===== src/rtl/sbc_fifo.sv =====
// ----------------------------------------------------------------------------
// sbc_fifo
// Small register queue between the classify front and the compute back.
// ----------------------------------------------------------------------------
module sbc_fifo #(
  parameter int W     = 8,
  parameter int DEPTH = 4
) (
  input  logic         clk,
  input  logic         rst_n,
  input  logic         push,
  input  logic [W-1:0] wdata,
  input  logic         pop,
  output logic [W-1:0] rdata,
  output logic         full,
  output logic         empty
);
  localparam int AW = (DEPTH > 1) ? $clog2(DEPTH) : 1;
  localparam int CW = $clog2(DEPTH + 1);

  logic [W-1:0]  mem_r [DEPTH];
  logic [AW-1:0] wp_r, wp_nxt, rp_r, rp_nxt;
  logic [CW-1:0] cnt_r, cnt_nxt;
  logic          do_push, do_pop;

  assign full    = (cnt_r == CW'(DEPTH));
  assign empty   = (cnt_r == '0);
  assign do_push = push && !full;
  assign do_pop  = pop && !empty;
  assign rdata   = mem_r[rp_r];

  always_comb begin
    wp_nxt  = wp_r;
    rp_nxt  = rp_r;
    cnt_nxt = cnt_r;
    if (do_push) begin
      wp_nxt = (wp_r == AW'(DEPTH - 1)) ? '0 : wp_r + 1'b1;
    end
    if (do_pop) begin
      rp_nxt = (rp_r == AW'(DEPTH - 1)) ? '0 : rp_r + 1'b1;
    end
    if (do_push && !do_pop) begin
      cnt_nxt = cnt_r + 1'b1;
    end else if (!do_push && do_pop) begin
      cnt_nxt = cnt_r - 1'b1;
    end
  end

  always_ff @(posedge clk) begin
    if (!rst_n) begin
      wp_r  <= '0;
      rp_r  <= '0;
      cnt_r <= '0;
    end else begin
      wp_r  <= wp_nxt;
      rp_r  <= rp_nxt;
      cnt_r <= cnt_nxt;
    end
  end

  always_ff @(posedge clk) begin
    if (do_push) begin
      mem_r[wp_r] <= wdata;
    end
  end

endmodule


===== config.mk =====
export PLATFORM = sky130hd
export DESIGN_NAME = sbc_fifo
export DESIGN_NICKNAME = d
export VERILOG_FILES = /design/src/rtl/sbc_fifo.sv
export SDC_FILE = /design/constraint.sdc
export NUM_CORES = 1
export LEC_CHECK = 0
export BUFFER_PORTS_ARGS = -buffer_cell sky130_fd_sc_hd__buf_4
export CORE_MARGIN = 4
export CORE_UTILIZATION = 50
export DETAILED_ROUTE_END_ITERATION = 12
export PLACE_DENSITY_LB_ADDON = 0.3
export SYNTH_ARGS = -nofsm -noshare
export SYNTH_HDL_FRONTEND = slang
export SYNTH_SLANG_ARGS = --single-unit

===== constraint.sdc =====
create_clock -name clk -period 4.5 [get_ports clk]
set_input_delay 0.675 -clock clk [delete_from_list [all_inputs] [get_ports clk]]
set_output_delay 0.675 -clock clk [all_outputs]
set_load 0.05 [all_outputs]

==> reports/metrics.yaml <==
clocking:
  cts_buffer_depth: 2
  root_buffer: "clkbuf_4"
  cts_tree: "built"
  cts_setup_buffers: 0
  cts_htree_levels: 2
  ctsResizeCount: 0
  insertion_delay_ns: 0.34
  path_clk_slew_ns: 0.11
  clock_sinks: 41
  cts_buffers: 5
  postCtsHoldBufs: 0
timing:
  period_share_pct: 54.63
  fin_ws_ns: 2.042
  tns_ns: 0
  setup_viol: 0
  hold_viol_final: 0
  relSlewSlack_pct: 60.19
  min_period_ns: 2.458
  max_freq_mhz: 406.8
  finalMaxSlewViolations: 0
  tightest_slew_ns: 0.5922
  skew_ns: 0.01177
  rsz0062_at_grt: "false"
global_routing:
  grtUsageTotal_pct: 13.54
  gr-total-overflow: 0
  grt_pass1_wl_microns: 4064
  grt_max_degree: 14
  grt_pass1_vias: 871
  grt_antenna_before_repair: 0
synthesis:
  syn_area_sq_um: 1630
  ys_types: 23
  yosys.area.top_type: "edfxtp_1"
  ys_seq_area_share_pct: 69.99
  synth_top_area_share_pct: 58.94
  yosysWarnings: 0
  syn-num-nets: 112
  synth_area_leaders: "edfxtp_1 (59%), dfxtp_1 (11%), mux4_2 (11%)"
  postSynthCellCount: 93
  avgSynthCellArea_sq_um: 17.53
  ys_ff_latch: 41
hold_path:
  hold_class: "reg2reg"
worst_setup_path:
  cpPeakStageDelay_ns: 0.67
  r2r-end: "cnt_r[2]"
  r2r_start: "cnt_r[0]"
  cpMaxStageDelayCell: "dfxtp_1"
  cp.required_ns: 3.83
  crit_arrival_ns: 1.78
  cp_num_cells: 2
  path_max_fanout: 8
  cpLargestDelayFamily: "flip-flops"
  r2r_cells: 8
  endpoint_kind: "output pin"
  cp-start-kind: "flip-flop"
  crit_end: "rdata[1]"
  path_class: "reg2out"
  path_cells: "mux4_2 > buf_4"
  cp_num_buf_inv: 1
  rrSetupSlack_ns: 2.14
die:
  initial_core_util_pct: 52.97
  fp.dieW_microns: 65.10
  die_h_microns: 65.10
  io_pins: 22
  rows: 20
  coreArea_sq_um: 3078
  dieArea_sq_um: 4238
cells_and_area:
  fill_cells: 240
  postLayoutCoreUtil_pct: 61.87
  layout.nets: 136
  drive_gt1_share_pct: 31.36
  area_growth_pct: 16.81
  insertedDiodeCount: 0
  design_area_sq_um: 1904
run:
  drv_cap: 0
route:
  via_per_inst: 5.049
  ant_nets: 0
  drt_wl_total_microns: 2445
  via_count: 818
  dr.pass1.iters: 4
  post_drt_wl_per_cell_microns: 15.09
  drc: 0
  drt_first_iter_violations: 38
place:
  dpl.hpwl_microns: 1738
  placed_cell_area_sq_um: 1826
  post-place-ws_ns: 1.913
  gp_congestion: 0.6980
  port_buffers: 21
power_and_ir_drop:
  p_leak_nw: 0.6882
  vdd_drop_max_v: 0.0004087
  p_per_area_nw_per_um2: 594.0
  finalPower_mw: 1.131
run_status:
  status: "completed"
## cell type report
type | count | area, sq um | share of cell area [%]
clock buffers | 5 | 37.54 | 1.971
well taps | 44 | 55.05 | 2.891
clock inverters | 3 | 41.29 | 2.168
multi-input cells | 45 | 460.4 | 24.18
flip-flops and latches | 41 | 1141 | 59.92
repair buffers | 21 | 157.7 | 8.279
inverters | 3 | 11.26 | 0.5913
## where the power goes
part	leakage, nW	internal, mW	switching (mW)
sequential	0.367	0.466	0.0503
clock	0.0389	0.115	0.112
combinational	0.282	0.154	0.235
## synth_stat cells, drive strengths merged
master and n:
xor2 1, o21ai 3, nand2 6, buf 3, mux4 8, mux2i 3
nor2b 2, nor3 1, dfxtp 9, and2 5, xnor2 1, a21boi 1
edfxtp 32, or3 1, ha 6, clkbuf 1, o31ai 1, nor2 2
nor3b 1, nand3 2, inv 3, fa 1
## sequential cells by signal (all words and copies together) (netlist names), named ones only
name	flops
cnt_r	3
mem_r	32
rp_r	2
wp_r	2
## worst min-delay path by stage
stage / cells past startpoint / endpoint / start
2_1_floorplan: 2 / wp_r[1] / wp_r[1]
3_3_place_gp: 2 / wp_r[1] / wp_r[1]
3_5_place_dp: 2 / wp_r[1] / wp_r[1]
4_1_cts: 2 / wp_r[1] / wp_r[1]
5_1_grt: 1 / mem_r[1][2] / wdata[2]
6_report: 2 / wp_r[1] / wp_r[1]
## worst reg2reg max path, delay by kind of cell (launching register included)
kind / cells / cell delay (ns)
AOI/OAI and AO/OA: 1 / 0.15
xor gates and xnor gates: 1 / 0.16
adders and majority gates: 2 / 0.66
buffers and inverters: 1 / 0.06
DFF: 1 / 0.47
and+or+nand+nor: 3 / 0.80
## metal layers
layer	share of wire (%)	wire, microns	vias to the layer above	track usage, %
li1	-	-	396	-
met1	40	977	396	15.81
met2	54	1319	24	21.46
met3	5.6	138	2	6.496
met4	0.37	9	0	5.699
met5	0	0	-	0
## placed cells by master (no fill, tap or decap), drive strengths merged, types with 3 or more instances in the layout
cell | netlist | final
mux4 | 8 | 8
mux2i | 3 | 3
inv | 3 | 3
and2 | 5 | 5
o21ai | 3 | 3
dfxtp | 9 | 9
nand2 | 6 | 6
buf | 3 | 21
ha | 6 | 6
edfxtp | 32 | 32
clkbuf | 1 | 5
## per-stage QoR
| step | instances | hold slack (ns) |
|---|---|---|
| after floorplan | 93 | 0.4677 |
| after global placement | 154 | 0.4882 |
| final | 162 | 0.5125 |
| after detailed placement | 154 | 0.4952 |
| after global routing | 162 | 0.4861 |
| after CTS | 162 | 0.5115 |
## logic make-up (layout without fill, tap and decap cells)
group	count (synthesis)	count (layout)	share of synthesized area, %
AOI/OAI and AO/OA	5	5	1.842
xor gates and xnor gates	2	2	1.075
adders and majority gates	7	7	5.833
buffers and inverters	7	32	1.765
DFF	41	41	69.99
muxes	11	11	12.89
and+or+nand+nor	20	20	6.600
(Power assumes the default switching activity.)
