**src/rtl/sbc_pkg.sv**
```systemverilog
// ----------------------------------------------------------------------------
// sbc_pkg
// Shared types and constants of the sphere/box collision test.
// ----------------------------------------------------------------------------
package sbc_pkg;

  localparam int CfgIdxW = 2;
  localparam logic [CfgIdxW-1:0] REG_RADIUS   = 2'd0;
  localparam logic [CfgIdxW-1:0] REG_OFFSET_X = 2'd1;
  localparam logic [CfgIdxW-1:0] REG_OFFSET_Y = 2'd2;
  localparam logic [CfgIdxW-1:0] REG_OFFSET_Z = 2'd3;

  localparam logic [15:0] ONE_Q14  = 16'd16384;
  localparam logic [14:0] ONE_Q14Q = 15'd16384;
  localparam logic [30:0] PEN_MAX  = 31'h7FFF_FFFF;

  localparam int SqrtSteps = 32;
  localparam int DivSteps  = 15;

  typedef enum logic [1:0] {
    AXIS_X = 2'd0,
    AXIS_Y = 2'd1,
    AXIS_Z = 2'd2
  } axis_t;

  // classified word handed from front to back
  typedef struct packed {
    logic             far;
    logic             zero;
    logic [2:0]       neg;
    logic [2:0][30:0] mag;
    logic [2:0][34:0] loc2;
    logic [2:0][32:0] span;
  } front_t;

  // per-item control carried down the back pipeline
  typedef struct packed {
    logic             hit;
    logic             interior;
    axis_t            axis;
    logic             aneg;
    logic [30:0]      pen;
    logic [2:0]       neg;
    logic [2:0][30:0] mag;
  } ctl_t;

endpackage

```
**src/rtl/sbc_front.sv**
```systemverilog
// ----------------------------------------------------------------------------
// sbc_front
// Two-stage front: form the sphere center, clamp into the box, classify.
// ----------------------------------------------------------------------------
module sbc_front (
  input  logic                 clk,
  input  logic                 rst_n,
  input  logic                 adv,
  input  logic                 in_valid,
  input  logic [2:0][31:0]     pos,
  input  logic [2:0][31:0]     bmin,
  input  logic [2:0][31:0]     bmax,
  input  logic [2:0][31:0]     offs,
  input  logic [30:0]          radius,
  output logic                 valid_o,
  output sbc_pkg::front_t      word_o
);
  import sbc_pkg::*;

  logic        v1_r, v2_r;
  logic [32:0] c1_r  [3];
  logic [31:0] lo1_r [3];
  logic [31:0] hi1_r [3];
  front_t      word_r, word_nxt;

  logic signed [32:0] lo_s [3];
  logic signed [32:0] hi_s [3];
  logic signed [32:0] cl_a [3];
  logic signed [32:0] cl_b [3];
  logic signed [33:0] d_s  [3];
  logic        [33:0] ad   [3];
  logic signed [33:0] lohi [3];
  logic [2:0]         far_v, zero_v;

  always_comb begin
    word_nxt = '0;
    for (int i = 0; i < 3; i++) begin
      lo_s[i] = $signed({lo1_r[i][31], lo1_r[i]});
      hi_s[i] = $signed({hi1_r[i][31], hi1_r[i]});
      cl_a[i] = ($signed(c1_r[i]) < lo_s[i]) ? lo_s[i] : $signed(c1_r[i]);
      cl_b[i] = (cl_a[i] > hi_s[i]) ? hi_s[i] : cl_a[i];
      d_s[i]  = $signed({c1_r[i][32], c1_r[i]}) - $signed({cl_b[i][32], cl_b[i]});
      ad[i]   = d_s[i][33] ? (~d_s[i] + 34'd1) : d_s[i];
      far_v[i]  = ad[i] > {3'b000, radius};
      zero_v[i] = (d_s[i] == '0);
      lohi[i] = $signed({lo_s[i][32], lo_s[i]}) + $signed({hi_s[i][32], hi_s[i]});
      word_nxt.neg[i]  = d_s[i][33];
      word_nxt.mag[i]  = ad[i][30:0];
      word_nxt.loc2[i] = {c1_r[i][32], c1_r[i], 1'b0} - {lohi[i][33], lohi[i]};
      word_nxt.span[i] = hi_s[i] - lo_s[i];
    end
    word_nxt.far  = |far_v;
    word_nxt.zero = &zero_v;
  end

  always_ff @(posedge clk) begin
    if (!rst_n) begin
      v1_r <= 1'b0;
      v2_r <= 1'b0;
    end else if (adv) begin
      v1_r <= in_valid;
      v2_r <= v1_r;
    end
  end

  always_ff @(posedge clk) begin
    if (adv) begin
      for (int i = 0; i < 3; i++) begin
        c1_r[i]  <= {pos[i][31], pos[i]} + {offs[i][31], offs[i]};
        lo1_r[i] <= bmin[i];
        hi1_r[i] <= bmax[i];
      end
      word_r <= word_nxt;
    end
  end

  assign valid_o = v2_r;
  assign word_o  = word_r;

endmodule

```
**config.mk**
```make
export PLATFORM = sky130hd
export DESIGN_NAME = sbc_front
export DESIGN_NICKNAME = d
export VERILOG_FILES = /design/src/rtl/sbc_pkg.sv /design/src/rtl/sbc_front.sv
export SDC_FILE = /design/constraint.sdc
export NUM_CORES = 2
export LEC_CHECK = 0
export BUFFER_PORTS_ARGS = -buffer_cell sky130_fd_sc_hd__buf_2
export CELL_PAD_IN_SITES_DETAIL_PLACEMENT = 1
export CELL_PAD_IN_SITES_GLOBAL_PLACEMENT = 1
export CORE_ASPECT_RATIO = 1.1
export CORE_MARGIN = 1
export CORE_UTILIZATION = 45
export CTS_CLUSTER_DIAMETER = 120
export CTS_CLUSTER_SIZE = 20
export DETAILED_ROUTE_END_ITERATION = 8
export PLACE_DENSITY = 0.83
export SYNTH_ARGS = -nofsm -noshare
export SYNTH_HDL_FRONTEND = slang
export SYNTH_SLANG_ARGS = --single-unit
export TNS_END_PERCENT = 20
```
**constraint.sdc**
```tcl
create_clock -name clk -period 29.4 [get_ports clk]
set_input_delay 1.47 -clock clk [delete_from_list [all_inputs] [get_ports clk]]
set_output_delay 1.47 -clock clk [all_outputs]
set_load 0.02 [all_outputs]
```
==> results.toml <==
[timing]
finalCriticalPeriod_ns = 13.86
hold_viol = 0
period_share_pct = 47.1
maxClockFrequency_mhz = 72.2
slew_violations = 0
max_slew_margin_pct = 19.8
setup_ws_ns = 15.54
setup_viol = 0
fin_skew_ns = 0.0377
fin_setup_tns_ns = 0
rsz0062_at_grt = "false"
worst_pin_slew_ns = 1.17

[pwr]
power_density_nw_per_um2 = 96.5
internal_power_uw = 2890
vdd_ir_drop_max_uv = 52.4
p_seq_share_pct = 26.7
total_power_uw = 5560
p_sw_share_pct = 48.1
p_leak_uw = 0.0256
comb_power_share_pct = 63.5
clkPwrFrac_pct = 9.8
p_switching_uw = 2680

[job]
maxCapViolations = 0

[synthesis]
yosysTopAreaCellShare_pct = 34.7
synth_edf_count = 592
ys_seq_elements = 594
ys_top_cells_by_area = "edfxtp_1 (35%), ha_1 (19%), xnor2_1 (4.9%)"
yosys_warnings = 0
synthesis.area_um2 = 51300
ys_seq_area_share_pct = 34.8
synthCells = 4983
ys.flop_type = "edfxtp_1"
syn_avg_cell_area_um2 = 10.3
synth.distinct_cells = 92
async_flop_share_pct = 0
syn-num-nets = 6291
synth.largest_area_cell = "edfxtp_1"

[setup_path]
rr_endpoint = "word_o[301]"
r2r_slack_ns = 15.54
ff2ff_path_depth = 54
r2r_start = "c1_r[0][1]"
timing.critical_path.to = "word_o[301]"
cp-start-kind = "register"
critPathLaunch = "c1_r[0][1]"
cp.required_ns = 29.78
crit_type = "register to register"
worst_path_max_delay_cell = "inv_1"
crit_fanout = 33
cp_common_cell = "o21ai_0"
crit_path_end_kind = "register"
critPathMaxStageDelay_ns = 0.60
worstPathArrival_ns = 14.24

[clocking]
clkSinkCount = 594
cts_hold_buf = 0
clk_pin_slew_ns = 0.10
cts_tree = "done"
cts_setup_buffers = 0
clk_latency_ns = 0.64
htree_levels = 2
root_buffer = "clkbuf_16"
cts_resized = 0
numCtsBuffers = 36
clk_path_buf_depth = 3

[place]
hpwl_um = 151000
dp.cells = 7162
dp_slack_ns = 15.71
numPortBuffers = 721
gp_congestion = 0.940

[layout]
final_cells = 7214
layout_common_cells = "ha_1 (781), buf_2 (720), edfxtp_1 (592)"
fin_util_pct = 51.2
final_common_cell = "ha_1"
fin_nets = 7002
drive_above_1_share_pct = 16.4
syn_to_final_growth_pct = 12.5

[floorplan]
row_count = 129
core_area_um2 = 113000
dieArea_um2 = 115000
die_h_um = 356
initial_utilization_pct = 45.5
pin_count = 722
die_w_um = 324

[drt]
viasPerCell = 5.87
wl_per_cell_um = 24.9
drt_pre_antenna_iters = 5
route.detailed.drc = 0
routed_wl_um = 179000
drt_iter0_markers = 2503
drtAntennaViolNets = 0
num_vias = 42333

[global_route]
grt-ovfl-total = 0
grt_pass1_vias = 45331
track_usage_pct = 30.4
grt_pass1_wl_um = 268000
antenna_found_initial = 12
grt_max_degree = 156

[run_status]
status = "finished clean"

[min_path]
hold_class = "register to register"
==> through the flow <==
step                area, µm²  hold WS [ns]
floorplan               51300         0.482
global placement        56700         0.497
detailed placement      56700         0.510
CTS                     57700         0.531
global route            57700         0.578
finish                  57700         0.529
==> state kept, by name (all words and copies together), names as in the netlist <==
register  flops
word_o      301
v1_r          1
hi1_r        96
c1_r         99
lo1_r        96
valid_o       1
==> power groups by stage <==
stage	Sequential, µW	Combinational (µW)	Clock (µW)
2_1_floorplan	1600	2240	0
3_3_place_gp	1500	3330	0
3_5_place_dp	1500	3480	0
4_1_cts	1480	3510	557
5_1_grt	1500	3860	576
6_report	1490	3530	546
==> kinds of logic (layout without fill, tap and decap cells) <==
logic type | after synthesis | in the layout | synth area share [%]
other cells | 0 | 2 | 0
mux | 211 | 211 | 4.36
flops | 594 | 594 | 34.8
simple gates | 1126 | 1126 | 11.0
fa+ha+maj | 889 | 889 | 23.3
xor+xnor | 414 | 414 | 7.07
buf+inv | 460 | 1183 | 3.47
compound gates | 1289 | 1289 | 16.0
==> critical path, delay by kind of cell, from the launching register on <==
| kind | cells | cell delay, ns |
|---|---|---|
| xor gates and xnor gates | 1 | 0.28 |
| buffers and inverters | 4 | 1.71 |
| DFF | 1 | 0.53 |
| AOI/OAI and AO/OA | 34 | 7.73 |
| adders and majority gates | 4 | 1.30 |
| and+or+nand+nor | 7 | 0.85 |
| muxes | 4 | 1.15 |
==> layout make-up <==
type | count | area [µm²]
Antenna cell | 2 | 5.00
Clock buffer | 44 | 952
Timing Repair Buffer | 740 | 3770
Tap cell | 1506 | 1880
Inverter | 393 | 1480
Multi-Input combinational cell | 3929 | 31700
Clock inverter | 6 | 51.3
Sequential cell | 594 | 17800
Fill cell | 12855 | 55000
==> routing by layer <==
layer	vias to the layer above	GRT usage (%)	part of all wire, %	wire length (µm)
li1	19675	-	-	-
met1	20967	36.4	41	72600
met2	1311	53.0	49	87600
met3	370	4.43	5.2	9400
met4	10	14.7	5.3	9580
met5	-	0	0.035	62
==> how the worst min path moves through the flow <==
stage            start       to  slack [ns]  depth (start not counted)
3_5_place_dp   valid_o  valid_o        0.51                          2
6_report       valid_o  valid_o        0.53                          2
2_1_floorplan     v1_r     v1_r        0.48                          2
3_3_place_gp      v1_r     v1_r        0.50                          2
5_1_grt        valid_o  valid_o        0.58                          2
4_1_cts        valid_o  valid_o        0.53                          2
==> synth_stat cells (all sizes together), types with 108 or more instances <==
| cell type | n |
|---|---|
| a21o | 172 |
| xnor2 | 287 |
| inv | 393 |
| ha | 781 |
| fa | 108 |
| o21ai | 248 |
| a21oi | 410 |
| nor2 | 309 |
| xor2 | 127 |
| nand2 | 226 |
| mux2i | 112 |
| edfxtp | 592 |
No activity file was read; power rests on OpenSTA's default activity.
